===== src/rtl/swrr_pkg.sv =====
// ----------------------------------------------------------------------------
// swrr_pkg: shared types and constants of the switch output arbiter
// Field layout of the stream payloads, cell flag bundle and result item.
// ----------------------------------------------------------------------------
package swrr_pkg;

  localparam int unsigned MAX_INPUTS    = 4;
  localparam int unsigned IDX_BITS      = 2;
  localparam int unsigned SLOT_BITS     = 16;
  localparam int unsigned FILL_BITS     = 16;
  localparam int unsigned SUM_BITS      = FILL_BITS + 1;
  localparam int unsigned CAP_BITS      = 16;
  localparam logic [CAP_BITS-1:0] CAP_RESET = 16'd1024;

  // Input payload layout, lowest bit first.
  localparam int unsigned PRESENT_LSB   = 0;
  localparam int unsigned READY_LSB     = 4;
  localparam int unsigned READABLE_LSB  = 8;
  localparam int unsigned ROUTES_LSB    = 12;
  localparam int unsigned SIZES_LSB     = 16;
  localparam int unsigned FILL_LSB      = 80;
  localparam int unsigned WRITABLE_BIT  = 96;
  localparam int unsigned IN_DATA_BITS  = 104;
  localparam int unsigned OUT_DATA_BITS = 8;

  typedef struct packed {
    logic present;
    logic ready;
    logic readable;
    logic routes;
  } cell_flags_t;

  typedef struct packed {
    logic [IDX_BITS-1:0] grant_index;
    logic                grant_valid;
  } res_t;

endpackage


===== src/rtl/swrr_cell.sv =====
// ----------------------------------------------------------------------------
// swrr_cell: one input slot of the round-robin arbiter
// Qualifies its input and takes part in two fixed-priority chains: one for
// the slots above the last grant and one that wraps around over all slots.
// ----------------------------------------------------------------------------
module swrr_cell
  import swrr_pkg::*;
#(
  parameter int unsigned SIZE_BITS = 16
) (
  input  cell_flags_t            flags_i,
  input  logic [SIZE_BITS-1:0]   size_i,
  input  logic [FILL_BITS-1:0]   fill_i,
  input  logic [CAP_BITS-1:0]    cap_i,
  input  logic                   writable_i,
  input  logic                   above_last_i,
  input  logic                   hi_taken_i,
  input  logic                   lo_taken_i,
  output logic                   hi_grant_o,
  output logic                   lo_grant_o,
  output logic                   hi_taken_o,
  output logic                   lo_taken_o
);

  logic [SUM_BITS-1:0] need;
  logic                fits;
  logic                req;
  logic                hi_req;

  // The sum cannot wrap on SUM_BITS, so a plain compare is exact.
  assign need   = SUM_BITS'(fill_i) + SUM_BITS'(size_i);
  assign fits   = need <= SUM_BITS'(cap_i);
  assign req    = writable_i & flags_i.present & flags_i.ready &
                  flags_i.readable & flags_i.routes & fits;
  assign hi_req = req & above_last_i;

  assign hi_grant_o = hi_req & ~hi_taken_i;
  assign lo_grant_o = req & ~lo_taken_i;
  assign hi_taken_o = hi_taken_i | hi_req;
  assign lo_taken_o = lo_taken_i | req;

endmodule


===== src/rtl/swrr_skid.sv =====
// ----------------------------------------------------------------------------
// swrr_skid: output register with a skid stage
// Holds results so the input takes an item every cycle while skid is empty.
// ----------------------------------------------------------------------------
module swrr_skid
  import swrr_pkg::*;
(
  input  logic clk_i,
  input  logic rst_ni,
  input  logic in_fire_i,
  input  res_t res_i,
  output logic in_ready_o,
  output logic out_valid_o,
  output res_t out_o,
  input  logic out_ready_i
);

  logic out_valid_q, out_valid_d;
  logic skid_valid_q, skid_valid_d;
  res_t out_q, out_d;
  res_t skid_q, skid_d;

  always_comb begin
    out_valid_d  = out_valid_q;
    out_d        = out_q;
    skid_valid_d = skid_valid_q;
    skid_d       = skid_q;
    if (!out_valid_q || out_ready_i) begin
      if (skid_valid_q) begin
        out_d        = skid_q;
        out_valid_d  = 1'b1;
        skid_valid_d = 1'b0;
      end else begin
        out_d       = res_i;
        out_valid_d = in_fire_i;
      end
    end else if (in_fire_i) begin
      skid_d       = res_i;
      skid_valid_d = 1'b1;
    end
  end

  always_ff @(posedge clk_i or negedge rst_ni) begin
    if (!rst_ni) begin
      out_valid_q  <= 1'b0;
      skid_valid_q <= 1'b0;
    end else begin
      out_valid_q  <= out_valid_d;
      skid_valid_q <= skid_valid_d;
    end
  end

  always_ff @(posedge clk_i) begin
    out_q  <= out_d;
    skid_q <= skid_d;
  end

  assign in_ready_o  = ~skid_valid_q;
  assign out_valid_o = out_valid_q;
  assign out_o       = out_q;

endmodule


===== src/rtl/switch_output_round_robin_arbiter_unit.sv =====
// ----------------------------------------------------------------------------
// switch_output_round_robin_arbiter_unit: round-robin arbiter, one output port
// Grants the first qualifying input after the last granted one, if the
// message fits into the output buffer.
// ----------------------------------------------------------------------------
//  channel   direction  handshake              payload
//  s_axis    in         tvalid / tready        request item, 104-bit tdata
//  m_axis    out        tvalid / tready        grant item, 8-bit tdata
//  cfg       in         valid / ready          output capacity, 16 bits
//
//  One item is decided per clock while s_axis_tready is high; the cell chain
//  and the pointer register form the loop that sets this rate.
//  A grant passes through the output register (via skid on a stall) to m_axis.
//  Reset sets the pointer to 0 and the capacity to 1024; no clearing pass.
//  A stall on m_axis fills a one-item skid stage before s_axis_tready drops.
// ----------------------------------------------------------------------------
module switch_output_round_robin_arbiter_unit
  import swrr_pkg::*;
#(
  parameter int unsigned NUM_INPUTS = 4,
  parameter int unsigned SIZE_BITS  = 16
) (
  input  logic                     clk_i,
  input  logic                     rst_ni,
  // head_present[3:0], head_ready[7:4], input_readable[11:8],
  // routes_here[15:12], head_sizes[79:16], output_fill[95:80],
  // output_writable[96], zero fill [103:97]
  input  logic [IN_DATA_BITS-1:0]  s_axis_tdata,
  input  logic                     s_axis_tvalid,
  output logic                     s_axis_tready,
  // grant_valid[0], grant_index[2:1], zero fill [7:3]
  output logic [OUT_DATA_BITS-1:0] m_axis_tdata,
  output logic                     m_axis_tvalid,
  input  logic                     m_axis_tready,
  input  logic [CAP_BITS-1:0]      cfg_data_i,
  input  logic                     cfg_valid_i,
  output logic                     cfg_ready_o
);

  logic [CAP_BITS-1:0] cap_q;
  logic [IDX_BITS-1:0] last_grant_q, last_grant_d;
  logic                in_fire;
  logic                writable;
  logic [FILL_BITS-1:0] fill;
  logic [NUM_INPUTS-1:0] hi_grant, lo_grant, sel;
  logic [NUM_INPUTS:0]   hi_chain, lo_chain;
  res_t                res;
  res_t                out_res;

  assign cfg_ready_o = 1'b1;
  assign in_fire     = s_axis_tvalid & s_axis_tready;
  assign writable    = s_axis_tdata[WRITABLE_BIT];
  assign fill        = s_axis_tdata[FILL_LSB +: FILL_BITS];

  assign hi_chain[0] = 1'b0;
  assign lo_chain[0] = 1'b0;

  for (genvar gi = 0; gi < NUM_INPUTS; gi++) begin : g_cell
    cell_flags_t flags;
    assign flags.present  = s_axis_tdata[PRESENT_LSB + gi];
    assign flags.ready    = s_axis_tdata[READY_LSB + gi];
    assign flags.readable = s_axis_tdata[READABLE_LSB + gi];
    assign flags.routes   = s_axis_tdata[ROUTES_LSB + gi];

    swrr_cell #(
      .SIZE_BITS(SIZE_BITS)
    ) u_cell (
      .flags_i      (flags),
      .size_i       (s_axis_tdata[SIZES_LSB + gi*SLOT_BITS +: SIZE_BITS]),
      .fill_i       (fill),
      .cap_i        (cap_q),
      .writable_i   (writable),
      .above_last_i (IDX_BITS'(gi) > last_grant_q),
      .hi_taken_i   (hi_chain[gi]),
      .lo_taken_i   (lo_chain[gi]),
      .hi_grant_o   (hi_grant[gi]),
      .lo_grant_o   (lo_grant[gi]),
      .hi_taken_o   (hi_chain[gi+1]),
      .lo_taken_o   (lo_chain[gi+1])
    );
  end

  // Slots above the pointer win; otherwise the search wraps to the lowest.
  assign sel = hi_chain[NUM_INPUTS] ? hi_grant : lo_grant;

  always_comb begin
    res.grant_valid = lo_chain[NUM_INPUTS];
    res.grant_index = '0;
    for (int i = 0; i < NUM_INPUTS; i++) begin
      if (sel[i]) begin
        res.grant_index = res.grant_index | IDX_BITS'(i);
      end
    end
  end

  assign last_grant_d = in_fire ? res.grant_index : last_grant_q;

  always_ff @(posedge clk_i or negedge rst_ni) begin
    if (!rst_ni) begin
      last_grant_q <= '0;
      cap_q        <= CAP_RESET;
    end else begin
      last_grant_q <= last_grant_d;
      if (cfg_valid_i && cfg_ready_o) begin
        cap_q <= cfg_data_i;
      end
    end
  end

  swrr_skid u_skid (
    .clk_i       (clk_i),
    .rst_ni      (rst_ni),
    .in_fire_i   (in_fire),
    .res_i       (res),
    .in_ready_o  (s_axis_tready),
    .out_valid_o (m_axis_tvalid),
    .out_o       (out_res),
    .out_ready_i (m_axis_tready)
  );

  assign m_axis_tdata = {{(OUT_DATA_BITS - IDX_BITS - 1){1'b0}},
                         out_res.grant_index, out_res.grant_valid};

`ifndef SYNTHESIS
  a_no_grant_index_zero: assert property (@(posedge clk_i) disable iff (!rst_ni)
    m_axis_tvalid && !m_axis_tdata[0] |-> m_axis_tdata[2:1] == '0)
    else $error("grant index not zero without a grant");

  a_pointer_in_range: assert property (@(posedge clk_i) disable iff (!rst_ni)
    32'(last_grant_q) < NUM_INPUTS)
    else $error("grant pointer beyond the input count");

  a_blocked_output_clears: assert property (@(posedge clk_i) disable iff (!rst_ni)
    in_fire && !writable |=> last_grant_q == '0)
    else $error("pointer not cleared after a blocked output");

  a_single_grant: assert property (@(posedge clk_i) disable iff (!rst_ni)
    $onehot0(hi_grant) && $onehot0(lo_grant))
    else $error("more than one input granted");
`endif

endmodule


===== config.mk =====
export PLATFORM = sky130hd
export DESIGN_NAME = switch_output_round_robin_arbiter_unit
export DESIGN_NICKNAME = d
export VERILOG_FILES = /design/src/rtl/swrr_pkg.sv /design/src/rtl/swrr_cell.sv /design/src/rtl/swrr_skid.sv /design/src/rtl/switch_output_round_robin_arbiter_unit.sv
export SDC_FILE = /design/constraint.sdc
export NUM_CORES = 1
export LEC_CHECK = 0
export BUFFER_PORTS_ARGS = -buffer_cell sky130_fd_sc_hd__buf_2
export CAP_MARGIN = 25
export CORE_MARGIN = 4
export CORE_UTILIZATION = 40
export CTS_CLUSTER_SIZE = 16
export DETAILED_ROUTE_END_ITERATION = 8
export PLACE_DENSITY_LB_ADDON = 0.15
export SLEW_MARGIN = 10
export SYNTH_ARGS = -nofsm -noshare
export SYNTH_HDL_FRONTEND = slang
export SYNTH_HIERARCHICAL = 1
export SYNTH_SLANG_ARGS = --single-unit
export TNS_END_PERCENT = 30

===== constraint.sdc =====
create_clock -name clk_i -period 3 [get_ports clk_i]
set_input_delay 0.6 -clock clk_i [delete_from_list [all_inputs] [get_ports clk_i]]
set_output_delay 0.6 -clock clk_i [all_outputs]
set_load 0.03 [all_outputs]

After elaboration in Yosys (flattened, before gate mapping)
Cells that the tools add are included.
- bitwise logic cells: 45
- multiply operators: 0
- magnitude comparators: 8
- muxes and demuxes: 8
- equal/unequal tests: 0
- shifts and indexed selects: 0
- div/mod/pow operators: 0
- reductions and logical operators: 4
- add/subtract/negate cells: 4
- operators with widths (cell ; number):
    $add A16 B16 Y17 ; 4
    $le A17 B16 Y1 ; 4
    $and A1 B1 Y1 ; 31
    $not A1 Y1 ; 8
    $or A1 B1 Y1 ; 6
    $gt A1 B2 Y1 const A ; 2
    $gt A2 B2 Y1 const A ; 2
    $mux W1 ; 4
    $mux W2 ; 2
    $mux W4 ; 1
    $mux W3 ; 1
    $reduce_and A2 Y1 ; 1
    $reduce_bool A2 Y1 ; 1
    $logic_not A1 Y1 ; 1
    $logic_or A1 B1 Y1 ; 1
- logic and storage cells: 77
- memories: 0
- register bits: 26
- ROM bits: 0
- input bits: 125
- bits in latches: 0
- bits in writable memories: 0

Logic depth before layout (Yosys ltp)
- word-level depth: 15
- mapped depth: 23
- depth with buffers taken out: 23

Modules after synthesis
Netlist, hierarchy kept.
- by module, submodules not included (module ; cells an instance ; area each (um^2) ; instances):
    swrr_cell at g_cell[1].u_cell ... ; 161 ; 1174.9 ; 2
    swrr_cell at g_cell[0].u_cell ; 162 ; 1219.9 ; 1
    swrr_cell at g_cell[3].u_cell ; 158 ; 1171.1 ; 1
    switch_output_round_robin_arbiter_unit ; 59 ; 839.6 ; 1
    swrr_skid ; 18 ; 292.8 ; 1

Worst setup path after synthesis
No wires, ideal clock.
- path kind: input-to-reg
- start: in s_axis_tdata[32]
- end: reg u_skid.out_q (netlist bit u_skid/out_o[2]) (data pin)
- data required time: 2.740 ns
- buffers on the path: 0
- arrival: 4.462 ns
- slack: -1.721 ns
- setup time: 0.260 ns
- cell stages on the path: 22
- cells stage by stage: ha_1 -> inv_1 -> fa_1 -> nor2b_1 -> o31a_1 -> o31ai_2 -> a31oi_1 -> nor2_1 -> xnor2_1 -> ha_1 -> nand4_1 -> nor4_2 -> nand2_1 -> a211o_1 -> a31oi_1 -> o21ai_1 -> o21bai_1 -> o21bai_1 -> and3b_1 -> nor3b_1 -> nor2_1 -> mux2_2
- RTL lines (what ; line ; source):
    from (decl) ; switch_output_round_robin_arbiter_unit.sv:28 ; input logic [IN_DATA_BITS-1:0] s_axis_tdata,
    to (signal assigned) ; swrr_skid.sv:54 ; out_q <= out_d;
    to (decl) ; swrr_skid.sv:20 ; res_t out_q, out_d;

==> results_dict.tcl <==
set metrics [dict create \
    status "complete, but fails checks" \
    violations "negative setup slack" \
    io_pins 136 \
    htreeDepth 1 \
    intPower_mw 1.62 \
    finalSetupTns_ns -11.98 \
    die_x_um 129 \
    drv_cap 0 \
    first_pass_iters 5 \
    p_sw_mw 1.12 \
    final-setup-viol-count 8 \
    fmax_ghz 0.212 \
    critical_path_required_ns 3.03 \
    cts_root_buf "clkbuf_16" \
    start_util 0.416 \
    p_sw_frac 0.409 \
    p_comb_frac 0.688 \
    antenna_found_initial 0 \
    finClkSkew_ns 0.00244 \
    diodes 0 \
    drv_slew 0 \
    rows 43 \
    gp_congestion 0.895 \
    p_seq_frac 0.164 \
    numCtsBuffers 3 \
    drc 0 \
    synth_cells 717 \
    multi_input_area_mm2 0.00490 \
    setup.worst_path.class "in2reg" \
    dp_cells 1208 \
    die_h_um 129 \
    dpl.hpwl_um 16700 \
    syn-cell-area_mm2 0.00586 \
    hold_viol_final 0 \
    grt_usage 0.220 \
    worstSetupStartpoint "s_axis_tdata[80]" \
    final_cell_mix "buf_4 (197), ha_1 (125), buf_2 (118)" \
    rsz0062_at_grt "true" \
    cts_tree "done" \
    overflow 0 \
    regArea_um2 682 \
    drt_iter0_markers 298 \
    vias 6363 \
    clockBufferDepth 2 \
    cp-end-kind "flip-flop" \
    cts.sinks 26 \
    via_per_inst 5.22 \
    grt_pass1_vias 6505 \
    fin_nets 1298 \
    drive_above_1_share 0.385 \
    relSlewSlack 0.604 \
    cp.arrival_ns 4.74 \
    areaGrowthSynthToFinish_pct 44.2 \
    worstPathMaxFanout 4 \
    period_minus_slack_ns 4.71 \
    power_density_mw_per_mm2 323 \
    reg2reg_from "cap_q[10]$_DFFE_PN1P_" \
    max_slew.worst_pin.slew_ns 0.579 \
    startpoint_type "input pin" \
    fin_ws_ns -1.71 \
    synth_warnings 6 \
    holdCritPathClass "in2async" \
    final_common_cell "buf_4" \
    syn_area_per_cell_um2 8.17 \
    wirelength_um 18800 \
    nFillCells 1311 \
    grt_max_degree 21 \
    holdWs_ns 0.279 \
    instances_no_fill 1220 \
    p_clk_frac 0.148 \
    ctsHoldBuffers 0 \
    die-area_mm2 0.0166 \
    p_leak_nw 4.51 \
    path_clk_slew_ns 0.07 \
    vdd_drop_max_v 0.000209 \
    port-buffer-count 122 \
    wl_per_cell_um 15.4 \
    grt_first_pass_wirelength_um 29500 \
    drtAntennaViolNets 0 \
    core_area_mm2 0.0141 \
    fin_crit_sh 1.57 \
    clkLatencyLatePin_ns 0.27 \
]
-- power groups by stage --
stage	combinational (mW)	sequential, mW	clock (mW)
detailed placement	1.80	0.453	0
global placement	1.74	0.453	0
finish	1.88	0.448	0.404
floorplan	1.07	0.452	0
global route	2.10	0.452	0.422
CTS	1.86	0.447	0.408
-- path summary, 6_finish.rpt --
kind                                             end  slack, ns  depth (start not counted)
max                        u_skid/out_o[1]$_DFFE_PP_      -1.71                         23
min                             cap_q[4]$_DFFE_PN0P_       0.28                          1
max reg2reg                u_skid/out_o[1]$_DFFE_PP_      -0.51                         14
min reg2reg                     cap_q[6]$_DFFE_PN0P_       0.55                          1
max in group asynchronous      cap_q[10]$_DFFE_PN1P_       2.37                          1
min in group clk_i              cap_q[6]$_DFFE_PN0P_       0.55                          1
-- registers in the layout, indices dropped and copies added (netlist names) --
name / count
cap_q: 16
u_skid/out_o: 3
u_skid/skid_q: 3
last_grant_q: 2
u_skid/out_valid_o: 1
u_skid/skid_valid_q: 1
-- metal layers --
metal / part of all wire / vias up / GRT usage
li1: - / 3231 / -
met1: 0.45 / 2941 / 0.285
met2: 0.48 / 160 / 0.391
met3: 0.043 / 31 / 0.0136
met4: 0.026 / 0 / 0.0710
met5: 0 / - / 0
-- per-stage QoR --
stage,power (mW),cell area [um2],utilization,setup slack [ns]
2_1_floorplan,1.52,5920,-,-1.59
3_3_place_gp,2.19,8130,0.577,-2.04
3_5_place_dp,2.26,8130,0.577,-2.19
4_1_cts,2.72,8420,0.597,-1.61
5_1_grt,2.97,8450,0.599,-1.95
6_report,2.73,8450,0.599,-1.71
-- cell type report --
class	count	area share
Tap cell	180	0.0267
Inverter	101	0.0449
Clock buffer	3	0.00889
Multi-Input combinational cell	588	0.580
Sequential cell	26	0.0807
Clock inverter	1	0.00355
Timing Repair Buffer	321	0.255
-- critical path, stage by stage --
cell and delay [ns]:
buf_6 0.11, ha_4 0.16, inv_2 0.05, fa_2 0.19
nor2b_1 0.05, o31a_1 0.34, o31ai_4 0.24, a31oi_2 0.16
nor2_2 0.14, xnor2_1 0.08, ha_1 0.28, nand4_1 0.17
nor4_4 0.33, nand2_1 0.11, a211o_1 0.26, a31oi_1 0.18
o21ai_2 0.10, o21bai_1 0.22, o21bai_4 0.16, and3b_2 0.24
nor3b_2 0.20, nor2_1 0.08, mux2_4 0.27
-- what timing repair did --
action	in CTS	in global routing
resized for setup	27	7
endpoints found under the setup margin	8	8
setup buffers	8	0
hold endpoints to repair	0	0
pin swaps	16	13
(Power assumes the default switching activity.)
